## src/hw/rtl/irpdm_pkg.sv

```systemverilog
package irpdm_pkg;

    localparam int unsigned HZ_W       = 18;
    localparam int unsigned DUTY_W     = 9;
    localparam int unsigned DUR_W      = 16;
    localparam int unsigned CYC_W      = 14;
    localparam int unsigned TIME_W     = 7;
    localparam int unsigned PERIOD_W   = 23;
    localparam int unsigned DIV_NW     = 36;
    localparam int unsigned DIV_DW     = 24;
    localparam int unsigned DIV_CNT_W  = 6;
    localparam int unsigned CFG_IDX_W  = 3;

    localparam int unsigned QUEUE_DEPTH_DEF = 4;

    localparam logic [HZ_W-1:0]   HZ_MIN         = 18'd10000;
    localparam logic [HZ_W-1:0]   HZ_MAX         = 18'd200000;
    localparam logic [DUTY_W-1:0] DUTY_FULL      = 9'd256;
    localparam logic [CYC_W-1:0]  CYCLES_MAX     = 14'd16383;
    localparam logic [DIV_NW-1:0] US_Q16         = 36'd65536000000;
    localparam logic [32:0]       ROUND_HALF_Q24 = 33'd8388608;
    localparam logic [7:0]        CHAR_ZERO      = 8'h30;
    localparam logic [7:0]        CHAR_ONE       = 8'h31;

    localparam logic [HZ_W-1:0]   RST_CARRIER_HZ   = 18'd38000;
    localparam logic [DUTY_W-1:0] RST_DUTY         = 9'd128;
    localparam logic [DUR_W-1:0]  RST_LEADER_MARK  = 16'd9000;
    localparam logic [DUR_W-1:0]  RST_LEADER_SPACE = 16'd4500;
    localparam logic [DUR_W-1:0]  RST_ONE_MARK     = 16'd562;
    localparam logic [DUR_W-1:0]  RST_ZERO_MARK    = 16'd562;
    localparam logic [DUR_W-1:0]  RST_ONE_SPACE    = 16'd1688;
    localparam logic [DUR_W-1:0]  RST_ZERO_SPACE   = 16'd562;

    typedef enum logic [CFG_IDX_W-1:0] {
        CFG_CARRIER_HZ   = 3'd0,
        CFG_DUTY         = 3'd1,
        CFG_LEADER_MARK  = 3'd2,
        CFG_LEADER_SPACE = 3'd3,
        CFG_ONE_MARK     = 3'd4,
        CFG_ZERO_MARK    = 3'd5,
        CFG_ONE_SPACE    = 3'd6,
        CFG_ZERO_SPACE   = 3'd7
    } t_cfg_idx;

    typedef enum logic [1:0] {
        MODE_LEADER = 2'd0,
        MODE_CHAR   = 2'd1,
        MODE_TRAIL  = 2'd2
    } t_mode;

    typedef enum logic [2:0] {
        BK_IDLE,
        BK_PDIV,
        BK_DUTY,
        BK_CDIV,
        BK_GAP
    } t_back_state;

    typedef struct packed {
        logic [1:0] mode;
        logic [7:0] code_char;
    } t_req;

    typedef struct packed {
        logic              is_mark;
        logic [CYC_W-1:0]  carrier_cycles;
        logic [TIME_W-1:0] high_us;
        logic [TIME_W-1:0] low_us;
        logic [DUR_W-1:0]  gap_us;
        logic              last;
    } t_res;

    typedef struct packed {
        logic             has_gap;
        logic [DUR_W-1:0] mark_us;
        logic [DUR_W-1:0] gap_us;
    } t_job;

    typedef struct packed {
        logic              req;
        logic [HZ_W-1:0]   carrier_hz;
        logic [DUTY_W-1:0] duty;
    } t_param;

endpackage

```

## src/hw/rtl/irpdm_queue.sv

```systemverilog
module irpdm_queue #(
    parameter int unsigned QUEUE_DEPTH = irpdm_pkg::QUEUE_DEPTH_DEF
) (
    input  logic              i_clk,
    input  logic              i_rst_n,
    input  logic              i_push,
    input  irpdm_pkg::t_job   i_push_job,
    output logic              o_full,
    input  logic              i_pop,
    output logic              o_empty,
    output irpdm_pkg::t_job   o_head
);
    import irpdm_pkg::*;

    localparam int unsigned AW = (QUEUE_DEPTH > 1) ? $clog2(QUEUE_DEPTH) : 1;
    localparam int unsigned CW = $clog2(QUEUE_DEPTH + 1);

    t_job          r_mem [QUEUE_DEPTH];
    logic [AW-1:0] r_wptr, n_wptr;
    logic [AW-1:0] r_rptr, n_rptr;
    logic [CW-1:0] r_count, n_count;

    assign o_full  = (r_count == CW'(QUEUE_DEPTH));
    assign o_empty = (r_count == '0);
    assign o_head  = r_mem[r_rptr];

    always_comb begin
        n_wptr  = r_wptr;
        n_rptr  = r_rptr;
        n_count = r_count;
        if (i_push) begin
            n_wptr = (r_wptr == AW'(QUEUE_DEPTH - 1)) ? '0 : r_wptr + 1'b1;
        end
        if (i_pop) begin
            n_rptr = (r_rptr == AW'(QUEUE_DEPTH - 1)) ? '0 : r_rptr + 1'b1;
        end
        if (i_push && !i_pop) begin
            n_count = r_count + 1'b1;
        end else if (i_pop && !i_push) begin
            n_count = r_count - 1'b1;
        end
    end

    always_ff @(posedge i_clk) begin
        if (!i_rst_n) begin
            r_wptr  <= '0;
            r_rptr  <= '0;
            r_count <= '0;
        end else begin
            r_wptr  <= n_wptr;
            r_rptr  <= n_rptr;
            r_count <= n_count;
        end
    end

    always_ff @(posedge i_clk) begin
        if (i_push) begin
            r_mem[r_wptr] <= i_push_job;
        end
    end

endmodule

```

## src/hw/rtl/irpdm_div.sv

```systemverilog
module irpdm_div (
    input  logic                          i_clk,
    input  logic                          i_rst_n,
    input  logic                          i_start,
    input  logic [irpdm_pkg::DIV_NW-1:0]  i_num,
    input  logic [irpdm_pkg::DIV_DW-1:0]  i_den,
    output logic                          o_done,
    output logic [irpdm_pkg::DIV_NW-1:0]  o_quot
);
    import irpdm_pkg::*;

    logic                 r_run;
    logic                 r_done;
    logic [DIV_CNT_W-1:0] r_cnt;
    logic [DIV_NW-1:0]    r_quo;
    logic [DIV_DW-1:0]    r_rem;
    logic [DIV_DW-1:0]    r_den;
    logic [DIV_DW:0]      trial;
    logic                 ge;

    // restoring division, one quotient bit per cycle
    assign trial  = {r_rem, r_quo[DIV_NW-1]};
    assign ge     = (trial >= {1'b0, r_den});
    assign o_done = r_done;
    assign o_quot = r_quo;

    always_ff @(posedge i_clk) begin
        if (!i_rst_n) begin
            r_run  <= 1'b0;
            r_done <= 1'b0;
            r_cnt  <= '0;
        end else begin
            r_done <= 1'b0;
            if (i_start) begin
                r_run <= 1'b1;
                r_cnt <= '0;
            end else if (r_run) begin
                if (r_cnt == DIV_CNT_W'(DIV_NW - 1)) begin
                    r_run  <= 1'b0;
                    r_done <= 1'b1;
                end
                r_cnt <= r_cnt + 1'b1;
            end
        end
    end

    always_ff @(posedge i_clk) begin
        if (i_start) begin
            r_quo <= i_num;
            r_rem <= '0;
            r_den <= i_den;
        end else if (r_run) begin
            r_quo <= {r_quo[DIV_NW-2:0], ge};
            r_rem <= ge ? DIV_DW'(trial - {1'b0, r_den}) : trial[DIV_DW-1:0];
        end
    end

endmodule

```

## src/hw/rtl/irpdm_front.sv

```systemverilog
module irpdm_front (
    input  logic                             i_clk,
    input  logic                             i_rst_n,
    input  logic                             i_start,
    output logic                             o_busy,
    input  irpdm_pkg::t_req                  i_req,
    input  logic                             i_cfg_valid,
    input  logic [irpdm_pkg::CFG_IDX_W-1:0]  i_cfg_index,
    input  logic [irpdm_pkg::HZ_W-1:0]       i_cfg_data,
    input  logic                             i_param_take,
    output irpdm_pkg::t_param                o_param,
    output logic                             o_push,
    output irpdm_pkg::t_job                  o_push_job,
    input  logic                             i_full
);
    import irpdm_pkg::*;

    logic [HZ_W-1:0]   r_carrier_hz;
    logic [DUTY_W-1:0] r_duty;
    logic [DUR_W-1:0]  r_leader_mark;
    logic [DUR_W-1:0]  r_leader_space;
    logic [DUR_W-1:0]  r_one_mark;
    logic [DUR_W-1:0]  r_zero_mark;
    logic [DUR_W-1:0]  r_one_space;
    logic [DUR_W-1:0]  r_zero_space;
    logic              r_dirty, n_dirty;
    logic              job_ok;
    t_job              job;

    assign o_busy = i_full;

    // map request to a mark/gap pair (trail: mark only)
    always_comb begin
        job_ok = 1'b0;
        job    = '0;
        case (t_mode'(i_req.mode))
            MODE_LEADER: begin
                job_ok = 1'b1;
                job    = '{has_gap: 1'b1, mark_us: r_leader_mark, gap_us: r_leader_space};
            end
            MODE_CHAR: begin
                if (i_req.code_char == CHAR_ZERO) begin
                    job_ok = 1'b1;
                    job    = '{has_gap: 1'b1, mark_us: r_zero_mark, gap_us: r_zero_space};
                end else if (i_req.code_char == CHAR_ONE) begin
                    job_ok = 1'b1;
                    job    = '{has_gap: 1'b1, mark_us: r_one_mark, gap_us: r_one_space};
                end
            end
            MODE_TRAIL: begin
                job_ok = 1'b1;
                job    = '{has_gap: 1'b0, mark_us: r_one_mark, gap_us: '0};
            end
            default: begin
                job_ok = 1'b0;
            end
        endcase
    end

    assign o_push     = i_start && !i_full && job_ok;
    assign o_push_job = job;

    assign o_param = '{req: r_dirty, carrier_hz: r_carrier_hz, duty: r_duty};

    always_comb begin
        n_dirty = r_dirty;
        if (i_param_take) begin
            n_dirty = 1'b0;
        end
        if (i_cfg_valid && (i_cfg_index == CFG_CARRIER_HZ || i_cfg_index == CFG_DUTY)) begin
            n_dirty = 1'b1;
        end
    end

    always_ff @(posedge i_clk) begin
        if (!i_rst_n) begin
            r_dirty        <= 1'b1;
            r_carrier_hz   <= RST_CARRIER_HZ;
            r_duty         <= RST_DUTY;
            r_leader_mark  <= RST_LEADER_MARK;
            r_leader_space <= RST_LEADER_SPACE;
            r_one_mark     <= RST_ONE_MARK;
            r_zero_mark    <= RST_ZERO_MARK;
            r_one_space    <= RST_ONE_SPACE;
            r_zero_space   <= RST_ZERO_SPACE;
        end else begin
            r_dirty <= n_dirty;
            if (i_cfg_valid) begin
                case (t_cfg_idx'(i_cfg_index))
                    CFG_CARRIER_HZ:   r_carrier_hz   <= i_cfg_data;
                    CFG_DUTY:         r_duty         <= i_cfg_data[DUTY_W-1:0];
                    CFG_LEADER_MARK:  r_leader_mark  <= i_cfg_data[DUR_W-1:0];
                    CFG_LEADER_SPACE: r_leader_space <= i_cfg_data[DUR_W-1:0];
                    CFG_ONE_MARK:     r_one_mark     <= i_cfg_data[DUR_W-1:0];
                    CFG_ZERO_MARK:    r_zero_mark    <= i_cfg_data[DUR_W-1:0];
                    CFG_ONE_SPACE:    r_one_space    <= i_cfg_data[DUR_W-1:0];
                    CFG_ZERO_SPACE:   r_zero_space   <= i_cfg_data[DUR_W-1:0];
                    default: begin
                    end
                endcase
            end
        end
    end

endmodule

```

## src/hw/rtl/irpdm_back.sv

```systemverilog
module irpdm_back (
    input  logic               i_clk,
    input  logic               i_rst_n,
    input  irpdm_pkg::t_param  i_param,
    output logic               o_param_take,
    input  logic               i_empty,
    input  irpdm_pkg::t_job    i_head,
    output logic               o_pop,
    output logic               o_res_valid,
    output irpdm_pkg::t_res    o_res
);
    import irpdm_pkg::*;

    t_back_state         r_state, n_state;
    logic                r_res_valid, n_res_valid;
    t_res                r_res, n_res;
    t_job                r_job, n_job;
    logic [PERIOD_W-1:0] r_period, n_period;
    logic [TIME_W-1:0]   r_high, n_high;
    logic [TIME_W-1:0]   r_low, n_low;

    logic                div_start;
    logic [DIV_NW-1:0]   div_num;
    logic [DIV_DW-1:0]   div_den;
    logic                div_done;
    logic [DIV_NW-1:0]   div_quot;

    logic [HZ_W-1:0]     hz_c;
    logic [DUTY_W-1:0]   duty_c;
    logic [32:0]         prod_hi;
    logic [32:0]         prod_lo;
    logic [CYC_W-1:0]    cycles;

    irpdm_div u_div (
        .i_clk   (i_clk),
        .i_rst_n (i_rst_n),
        .i_start (div_start),
        .i_num   (div_num),
        .i_den   (div_den),
        .o_done  (div_done),
        .o_quot  (div_quot)
    );

    assign hz_c = (i_param.carrier_hz < HZ_MIN) ? HZ_MIN :
                  (i_param.carrier_hz > HZ_MAX) ? HZ_MAX : i_param.carrier_hz;
    assign duty_c = (i_param.duty > DUTY_FULL) ? DUTY_FULL : i_param.duty;

    assign prod_hi = 33'(r_period) * 33'(duty_c) + ROUND_HALF_Q24;
    assign prod_lo = 33'(r_period) * 33'(DUTY_FULL - duty_c) + ROUND_HALF_Q24;

    assign cycles = (div_quot > DIV_NW'(CYCLES_MAX)) ? CYCLES_MAX : div_quot[CYC_W-1:0];

    assign o_res_valid = r_res_valid;
    assign o_res       = r_res;

    always_comb begin
        n_state      = r_state;
        n_res_valid  = 1'b0;
        n_res        = r_res;
        n_job        = r_job;
        n_period     = r_period;
        n_high       = r_high;
        n_low        = r_low;
        div_start    = 1'b0;
        div_num      = '0;
        div_den      = '0;
        o_param_take = 1'b0;
        o_pop        = 1'b0;
        case (r_state)
            BK_IDLE: begin
                if (i_param.req) begin
                    // period = round(1e6 * 2^16 / f)
                    o_param_take = 1'b1;
                    div_start    = 1'b1;
                    div_num      = US_Q16 + DIV_NW'(hz_c >> 1);
                    div_den      = DIV_DW'(hz_c);
                    n_state      = BK_PDIV;
                end else if (!i_empty) begin
                    // cycles = round(dur / period)
                    o_pop     = 1'b1;
                    n_job     = i_head;
                    div_start = 1'b1;
                    div_num   = DIV_NW'({i_head.mark_us, 17'd0}) + DIV_NW'(r_period);
                    div_den   = {r_period, 1'b0};
                    n_state   = BK_CDIV;
                end
            end
            BK_PDIV: begin
                if (div_done) begin
                    n_period = div_quot[PERIOD_W-1:0];
                    n_state  = BK_DUTY;
                end
            end
            BK_DUTY: begin
                n_high  = prod_hi[30:24];
                n_low   = prod_lo[30:24];
                n_state = BK_IDLE;
            end
            BK_CDIV: begin
                if (div_done) begin
                    n_res_valid = 1'b1;
                    n_res       = '{is_mark: 1'b1, carrier_cycles: cycles, high_us: r_high,
                                    low_us: r_low, gap_us: '0, last: !r_job.has_gap};
                    n_state     = r_job.has_gap ? BK_GAP : BK_IDLE;
                end
            end
            BK_GAP: begin
                n_res_valid = 1'b1;
                n_res       = '{is_mark: 1'b0, carrier_cycles: '0, high_us: '0,
                                low_us: '0, gap_us: r_job.gap_us, last: 1'b1};
                n_state     = BK_IDLE;
            end
            default: begin
                n_state = BK_IDLE;
            end
        endcase
    end

    always_ff @(posedge i_clk) begin
        if (!i_rst_n) begin
            r_state     <= BK_IDLE;
            r_res_valid <= 1'b0;
        end else begin
            r_state     <= n_state;
            r_res_valid <= n_res_valid;
        end
    end

    always_ff @(posedge i_clk) begin
        r_res    <= n_res;
        r_job    <= n_job;
        r_period <= n_period;
        r_high   <= n_high;
        r_low    <= n_low;
    end

endmodule

```

## src/hw/rtl/ir_pulse_distance_modulator.sv

```systemverilog
// channel   | signals                                   | transfer
// ----------+-------------------------------------------+-------------------------------
// request   | i_start, o_busy, i_req                    | i_start & !o_busy
// result    | o_res_valid, o_res                        | o_res_valid, one cycle each
// config    | i_cfg_valid, o_cfg_ready, i_cfg_index,    | i_cfg_valid & o_cfg_ready
//           | i_cfg_data                                |
//
// Requests enter one per cycle while the job queue has room; o_busy means queue full.
// Each mark is sized by the back end's 36-step divider after a load; a gap follows as its own result.
// After reset and after a carrier or duty write, the period is recomputed first.
// Synchronous active-low reset; results cannot be stalled.
module ir_pulse_distance_modulator #(
    parameter int unsigned QUEUE_DEPTH = irpdm_pkg::QUEUE_DEPTH_DEF
) (
    input  logic                             i_clk,
    input  logic                             i_rst_n,
    input  logic                             i_start,
    output logic                             o_busy,
    input  irpdm_pkg::t_req                  i_req,
    output logic                             o_res_valid,
    output irpdm_pkg::t_res                  o_res,
    input  logic                             i_cfg_valid,
    output logic                             o_cfg_ready,
    input  logic [irpdm_pkg::CFG_IDX_W-1:0]  i_cfg_index,
    input  logic [irpdm_pkg::HZ_W-1:0]       i_cfg_data
);
    import irpdm_pkg::*;

    t_param param;
    logic   param_take;
    logic   push;
    t_job   push_job;
    logic   full;
    logic   pop;
    logic   empty;
    t_job   head;

    assign o_cfg_ready = 1'b1;

    irpdm_front u_front (
        .i_clk        (i_clk),
        .i_rst_n      (i_rst_n),
        .i_start      (i_start),
        .o_busy       (o_busy),
        .i_req        (i_req),
        .i_cfg_valid  (i_cfg_valid),
        .i_cfg_index  (i_cfg_index),
        .i_cfg_data   (i_cfg_data),
        .i_param_take (param_take),
        .o_param      (param),
        .o_push       (push),
        .o_push_job   (push_job),
        .i_full       (full)
    );

    irpdm_queue #(
        .QUEUE_DEPTH (QUEUE_DEPTH)
    ) u_queue (
        .i_clk      (i_clk),
        .i_rst_n    (i_rst_n),
        .i_push     (push),
        .i_push_job (push_job),
        .o_full     (full),
        .i_pop      (pop),
        .o_empty    (empty),
        .o_head     (head)
    );

    irpdm_back u_back (
        .i_clk        (i_clk),
        .i_rst_n      (i_rst_n),
        .i_param      (param),
        .o_param_take (param_take),
        .i_empty      (empty),
        .i_head       (head),
        .o_pop        (pop),
        .o_res_valid  (o_res_valid),
        .o_res        (o_res)
    );

endmodule
```

## config.mk

```make
export PLATFORM = sky130hd
export DESIGN_NAME = ir_pulse_distance_modulator
export DESIGN_NICKNAME = d
export VERILOG_FILES = /design/src/hw/rtl/irpdm_pkg.sv /design/src/hw/rtl/irpdm_queue.sv /design/src/hw/rtl/irpdm_div.sv /design/src/hw/rtl/irpdm_front.sv /design/src/hw/rtl/irpdm_back.sv /design/src/hw/rtl/ir_pulse_distance_modulator.sv
export SDC_FILE = /design/constraint.sdc
export NUM_CORES = 2
export LEC_CHECK = 0
export ABC_AREA = 1
export BUFFER_PORTS_ARGS = -buffer_cell sky130_fd_sc_hd__buf_2
export CAP_MARGIN = 20
export CORE_ASPECT_RATIO = 1.2
export CORE_UTILIZATION = 35
export DETAILED_ROUTE_END_ITERATION = 10
export PLACE_DENSITY_LB_ADDON = 0.15
export SLEW_MARGIN = 20
export SYNTH_ARGS = -nofsm -noshare
export SYNTH_HDL_FRONTEND = slang
export SYNTH_SLANG_ARGS = --single-unit
```

## constraint.sdc

```tcl
create_clock -name i_clk -period 17 [get_ports i_clk]
set_clock_uncertainty 0.15 [all_clocks]
set_input_delay 1.7 -clock i_clk [delete_from_list [all_inputs] [get_ports i_clk]]
set_output_delay 1.7 -clock i_clk [all_outputs]
set_load 0.01 [all_outputs]
```

## Yosys cells after proc, flatten, opt, wreduce, memory -nomap -nowiden

Memory sizes are Yosys's and may differ from the RTL's. A register that Yosys moved wholly into a read port is not among the register bits.
Index checks and enable logic that the tools add are counted.
Widths: inputs -> output; s select.

| word-level totals | value |
|---|---|
| logic and storage cells | 159 |
| memory bits (writable) | 132 |
| bits in read-only memories | 0 |
| output and inout port bits | 49 |
| bits in latches | 0 |
| memories | 1 |
| register bits | 327 |

Memory list:

| name | words | bits a word | read ports | clocked after memory_dff | wr ports | RTL line | RTL |
|---|---|---|---|---|---|---|---|
| u_queue.r_mem | 4 | 33 | 1 | 1 | 1 | irpdm_queue.sv:18 | `t_job r_mem [QUEUE_DEPTH];` |

| operators by class | value |
|---|---|
| reduce and logical (&&, ||, !) cells | 34 |
| add/subtract/negate cells | 11 |
| multiplexer cells | 47 |
| shift-type cells | 0 |
| bitwise logic cells | 5 |
| $lt $le $gt $ge | 5 |
| div/mod/pow operators | 0 |
| eq/ne operators | 22 |
| multipliers | 2 |

Operator list:

| cell | number |
|---|---|
| $mux 36 | 5 |
| $pmux 33 s3 | 1 |
| $pmux 46 s2 | 1 |
| $mux 18 | 4 |
| $mux 33 | 2 |
| $add 31x24->31 const B | 2 |
| $mux 46 | 1 |
| $gt 36x14->1 const B | 1 |
| $add 33x18->34 const A | 1 |
| $add 33x23->34 | 1 |
| $mul 23x33->31 | 1 |
| $mul 23x9->31 | 1 |
| $ge 25x24->1 | 1 |
| $mux 24 | 1 |
| $sub 24x24->24 | 1 |
| $mux 3 | 7 |
| $reduce_and 2->1 | 10 |
| $eq 3x3->1 const B | 6 |
| $gt 18x18->1 const B | 1 |
| $lt 18x14->1 const B | 1 |
| $eq 8x6->1 const B | 2 |
| $mux 1 | 16 |
| $mux 14 | 1 |
| $eq 3x2->1 const B | 4 |
| other kinds (26) | 54 |

## Logic depth before layout (Yosys ltp)

| logic depth | value |
|---|---|
| depth after elaboration | 9 |
| mapped depth | 36 |
| mapped depth without buffers | 34 |

## By module

From an unflattened synthesis, not the netlist that was laid out.

| unflattened totals | value |
|---|---|
| cells, all modules | 4547 |
| area total of the unflattened synthesis | 37985.2 µm² |

By module, submodules not included:

| module | instances | cells each | area an instance (µm²) |
|---|---|---|---|
| irpdm_back | 1 | 2567 | 21560.7 |
| irpdm_div | 1 | 782 | 5601.6 |
| irpdm_front | 1 | 818 | 5447.7 |
| irpdm_queue | 1 | 378 | 5363.9 |
| ir_pulse_distance_modulator | 1 | 2 | 11.3 |

## Worst setup path before layout

OpenSTA, ideal clock, no wires.

| path | value |
|---|---|
| kind | register to register |
| start point | register u_front.r_duty[8] |
| end point | register u_back.r_low[6], data pin |
| stages on the path, launching flop included | 29 |
| setup slack | 9932 ps |
| data arrival time | 6665 ps |
| library setup time | 253 ps |
| path through | dfxtp_1 > buf_6 > inv_4 > nand2_4 > clkbuf_1 > ha_1 > nand2_1 > nor2_4 > xor2_2 > inv_2 > buf_6 > nor2_1 > fa_1 > fa_1 > fa_1 > fa_1 > fa_1 > fa_1 > inv_1 > fa_1 > inv_1 > ha_1 > nand2_1 > nor2_1 > nand2_1 > nor4_1 > a21oi_1 > nand3_1 > nand2_1 |

| between the ends | value |
|---|---|
| word-level cells in the longest chain between the ends | 5 |

Ends and longest elaborated chain:

| item | RTL line | RTL |
|---|---|---|
| start, declared | irpdm_front.sv:19 | `logic [DUTY_W-1:0] r_duty;` |
| start signal, assigned | irpdm_front.sv:91 | `CFG_DUTY: r_duty <= i_cfg_data[DUTY_W-1:0];` |
| $gt 9x9->1 | irpdm_back.sv:46 | `assign duty_c = (i_param.duty > DUTY_FULL) ? DUTY_FULL : i_param.duty;` |
| $mux 9 * | irpdm_back.sv:46 |  |
| $sub 9x9->10 * | irpdm_back.sv:49 | `assign prod_lo = 33'(r_period) * 33'(DUTY_FULL - duty_c) + ROUND_HALF_Q24;` |
| $mul 23x33->31 * | irpdm_back.sv:49 |  |
| $add 31x24->31 * | irpdm_back.sv:49 |  |
| named net u_back.prod_lo[30] | irpdm_back.sv:31 | `logic [32:0] prod_lo;` |
| end signal, assigned | irpdm_back.sv:134 | `r_low <= n_low;` |
| end, declared | irpdm_back.sv:20 | `logic [TIME_W-1:0] r_low, n_low;` |

Mark *: on every way through the listed nets, which the timed path passes. The rest lies on a longest branch.
A chain may end at the register's enable or synchronous reset.

## Final worst setup path

Ends and elaborated chain as after synthesis.

==> metrics.md <==
| Metric | Value |
|---|---|
| Status | finished with violations |
| Failing checks | DRC |
| Worst setup path start | u_front.r_duty[8] |
| Mean Syn Cell Area | around 8.5 µm² |
| DR WL/cell | 17.9 µm |
| Synth warn | 0 |
| Die Ht | 361 µm |
| Min Tclk post-route | 8.70 ns |
| Antenna violations before repair | 1 |
| GPL Wtd Cong | around 0.90 |
| DRT iter0 DRCs | 1733 |
| WL final | 106000 µm |
| Clk sinks | 461 |
| Slew headroom | 0.285 |
| Fmax | ~0.11 GHz |
| Most frequent cells in the layout | inv_1 (950), nand2_1 (873), nor2_1 (463) |
| Via-to-Cell Ratio | 4.79 |
| Nets | about 5200 |
| Worst EP required | 17.25 ns |
| Final Setup Violations | 0 |
| Cell mode on critical path | fa_1 |
| Register area share after synthesis | 0.323 |
| Die Area | 109000 µm² |
| CP max FO | 17 |
| Max Cap Viol | 0 |
| # resized after CTS | 0 |
| Filler Cell Count | approximately 11000 |
| Clock root buffer | clkbuf_16 |
| Number of global-route vias before repair | 29000 |
| Hold endpoint | u_front.r_leader_space[14] |
| Core region area | roughly 110000 µm² |
| Area Growth Syn to Fin | 10.2% |
| FF+latch count, synth | 461 |
| Tcrit/Tclk final | 0.512 |
| Starting Density | 0.354 |
| RSZ-0062 raised after global routing | false |
| Crit Reg-Reg Endpoint | u_back.r_low[6] |
| Setup TNS | 0 ns |
| DR vias | 28500 |
| Kind of critical path | flop to flop |
| Post-DRT Antenna Nets | 0 |
| Area of the multi-input gates | about 21000 µm² |
| Startpoint Class | flop |
| Final number of hold-violating endpoints | 0 |
| Clk pin slew, worst setup/hold paths | 0.07 ns |
| Largest net degree at the start of global routing | 92 |
| WP data arrival | 8.95 ns |
| Hold depth | 2 |
| Top Ports | between 80 and 90 |
| Worst-skew pair later-pin latency | 0.65 ns |
| Row count | 131 |
| Post-route DRC | 5 |
| R2R Path Start | u_front.r_duty[8] |
| Pre-antenna DRT Iters | 11 |
| Hold_buf cts | 0 |
| R2R Setup Slk | 8.30 ns |
| Total GRT Usage | 0.200 |
| FF-to-FF path depth | 28 |
| Detailed Place HPWL | 80900 µm |
| Element type at the critical path end | flop |
| CTS tree | yes |
| CTS Buf Count | 52 |
| Post-synthesis cell count | 4429 |
| Ant diodes | 0 |
| Min-Delay Path Class | flop to flop |
| Deepest clock path buffer count | 3 |
| Unique cell type count in the Yosys netlist | 61 |
| Cell Area, Synth | about 38000 µm² |
| Worst-Margin Slew | 1.07 ns |
| Highest-delay cell along the critical path | dfxtp_1 |
| H-tree levels | 2 |
| Slowest stage delay, CP | 0.63 ns |
| Die width | roughly 300 µm |
| Global-route wire length before repair | approximately 170000 µm |
| Sequential cell area | 12200 µm² |
| Hold Crit Start | u_front.r_leader_space[14] |
| Commonest non-fill, non-tap cell in the layout | inv_1 |
| IO Port Bufs | 82 |
| Grt ovf | 0 |
| # Post-CTS Setup Buffers | 0 |
| Fraction of layout cells with a size suffix above 1 | 0.0581 |
| Fin. max-slew vios | 0 |
-- sequential cells by signal, indices dropped and copies added (netlist names), 17 cells and up, named ones only --
signal,flops
u_back.o_res,46
u_back.r_job,17
u_back.r_period,23
u_back.u_div.o_quot,36
u_back.u_div.r_den,24
u_back.u_div.r_rem,24
u_front.r_carrier_hz,18
u_queue.r_mem,132
-- cells in the mapped netlist, drive strengths merged --
| library cell | count | area, µm² |
|---|---|---|
| o31ai | 2 | 15.0 |
| a22o | 3 | 26.3 |
| xor2 | 16 | 148 |
| and2 | 3 | 18.8 |
| nor4 | 13 | 87.6 |
| o221ai | 17 | 149 |
| nor2 | 475 | 1820 |
| or2 | 7 | 43.8 |
| inv | 960 | 3610 |
| nand3 | 204 | 1060 |
| conb | 2 | 7.51 |
| o21bai | 4 | 30.0 |
| nor3 | 37 | 201 |
| buf | 37 | 234 |
| o22a | 1 | 8.76 |
| a21oi | 164 | 840 |
| o211ai | 30 | 225 |
| ha | 207 | 2590 |
| nor3b | 4 | 41.3 |
| edfxtp | 292 | 8770 |
| o22ai | 25 | 156 |
| o21a | 3 | 22.5 |
| nand2 | 877 | 3310 |
| fa | 429 | 8590 |
| dfxtp | 169 | 3380 |
| nor4b | 1 | 23.8 |
| a31o | 1 | 8.76 |
| nand4 | 40 | 250 |
| a31oi | 4 | 25.0 |
| a211oi | 1 | 7.51 |
| o21ai | 238 | 1200 |
| a21o | 13 | 97.6 |
| and3 | 1 | 6.26 |
| clkbuf | 124 | 465 |
| nand3b | 3 | 22.5 |
| xnor2 | 18 | 158 |
| clkinv | 4 | 15.0 |
-- critical path: cells and delay by family, from the launching register on --
family	cells	cell delay (ns)
adder cells (fa/ha/maj)	8	3.95
AND/OR/NAND/NOR	8	1.79
buffers and inverters	10	1.51
flip-flops	1	0.63
AO/OA/AOI/OAI	2	0.38
-- kinds of logic after synthesis --
family,count (synthesis),synth area share
and+or+nand+nor,1665,0.183
buffers and inverters,1125,0.115
adders and majority gates,636,0.297
AOI/OAI and AO/OA,506,0.0747
DFF,461,0.323
xor gates and xnor gates,34,0.00811
other,2,0.000199
-- layer usage --
metal	vias to the layer above	track usage	routed length, µm
met5	-	0	0
met4	0	0.0589	3260
met3	139	0.0287	4580
met2	563	0.335	51200
met1	13900	0.265	47200
li1	13800	-	-
-- per-stage QoR --
stage | cells | cell area [µm²] | setup WS (ns) | hold slack, ns | util
after floorplan | 4480 | 37900 | 9.93 | 0.275 | -
after global placement | 5840 | 39700 | 8.55 | 0.283 | 0.373
after detailed placement | 5840 | 39700 | 8.37 | 0.288 | 0.373
after CTS | 5938 | 41500 | 8.32 | 0.298 | 0.390
after global routing | 5938 | 41500 | 7.73 | 0.308 | 0.390
final | 5938 | 41500 | 8.30 | 0.298 | 0.390
-- cell type report --
type,instances,share of cell area
repair buffers,125,0.0177
well taps,1396,0.0421
flip-flops and latches,461,0.293
clock buffers,57,0.0323
inverters,964,0.0872
multi-input cells,2894,0.517
clock inverters,41,0.0110
-- worst max-delay path by stage --
stage,to,slack [ns],cells past startpoint
6_report,u_back.r_low[6],8.30,28
3_3_place_gp,u_back.r_low[6],8.55,28
4_1_cts,u_back.r_low[6],8.32,28
5_1_grt,u_back.r_low[6],7.73,28
3_5_place_dp,u_back.r_low[6],8.37,28
2_1_floorplan,u_back.r_low[6],9.93,28
Power is left out: the tool's default activity adds up to more than one toggle a clock period on the data nets, which glitch-free logic cannot reach.
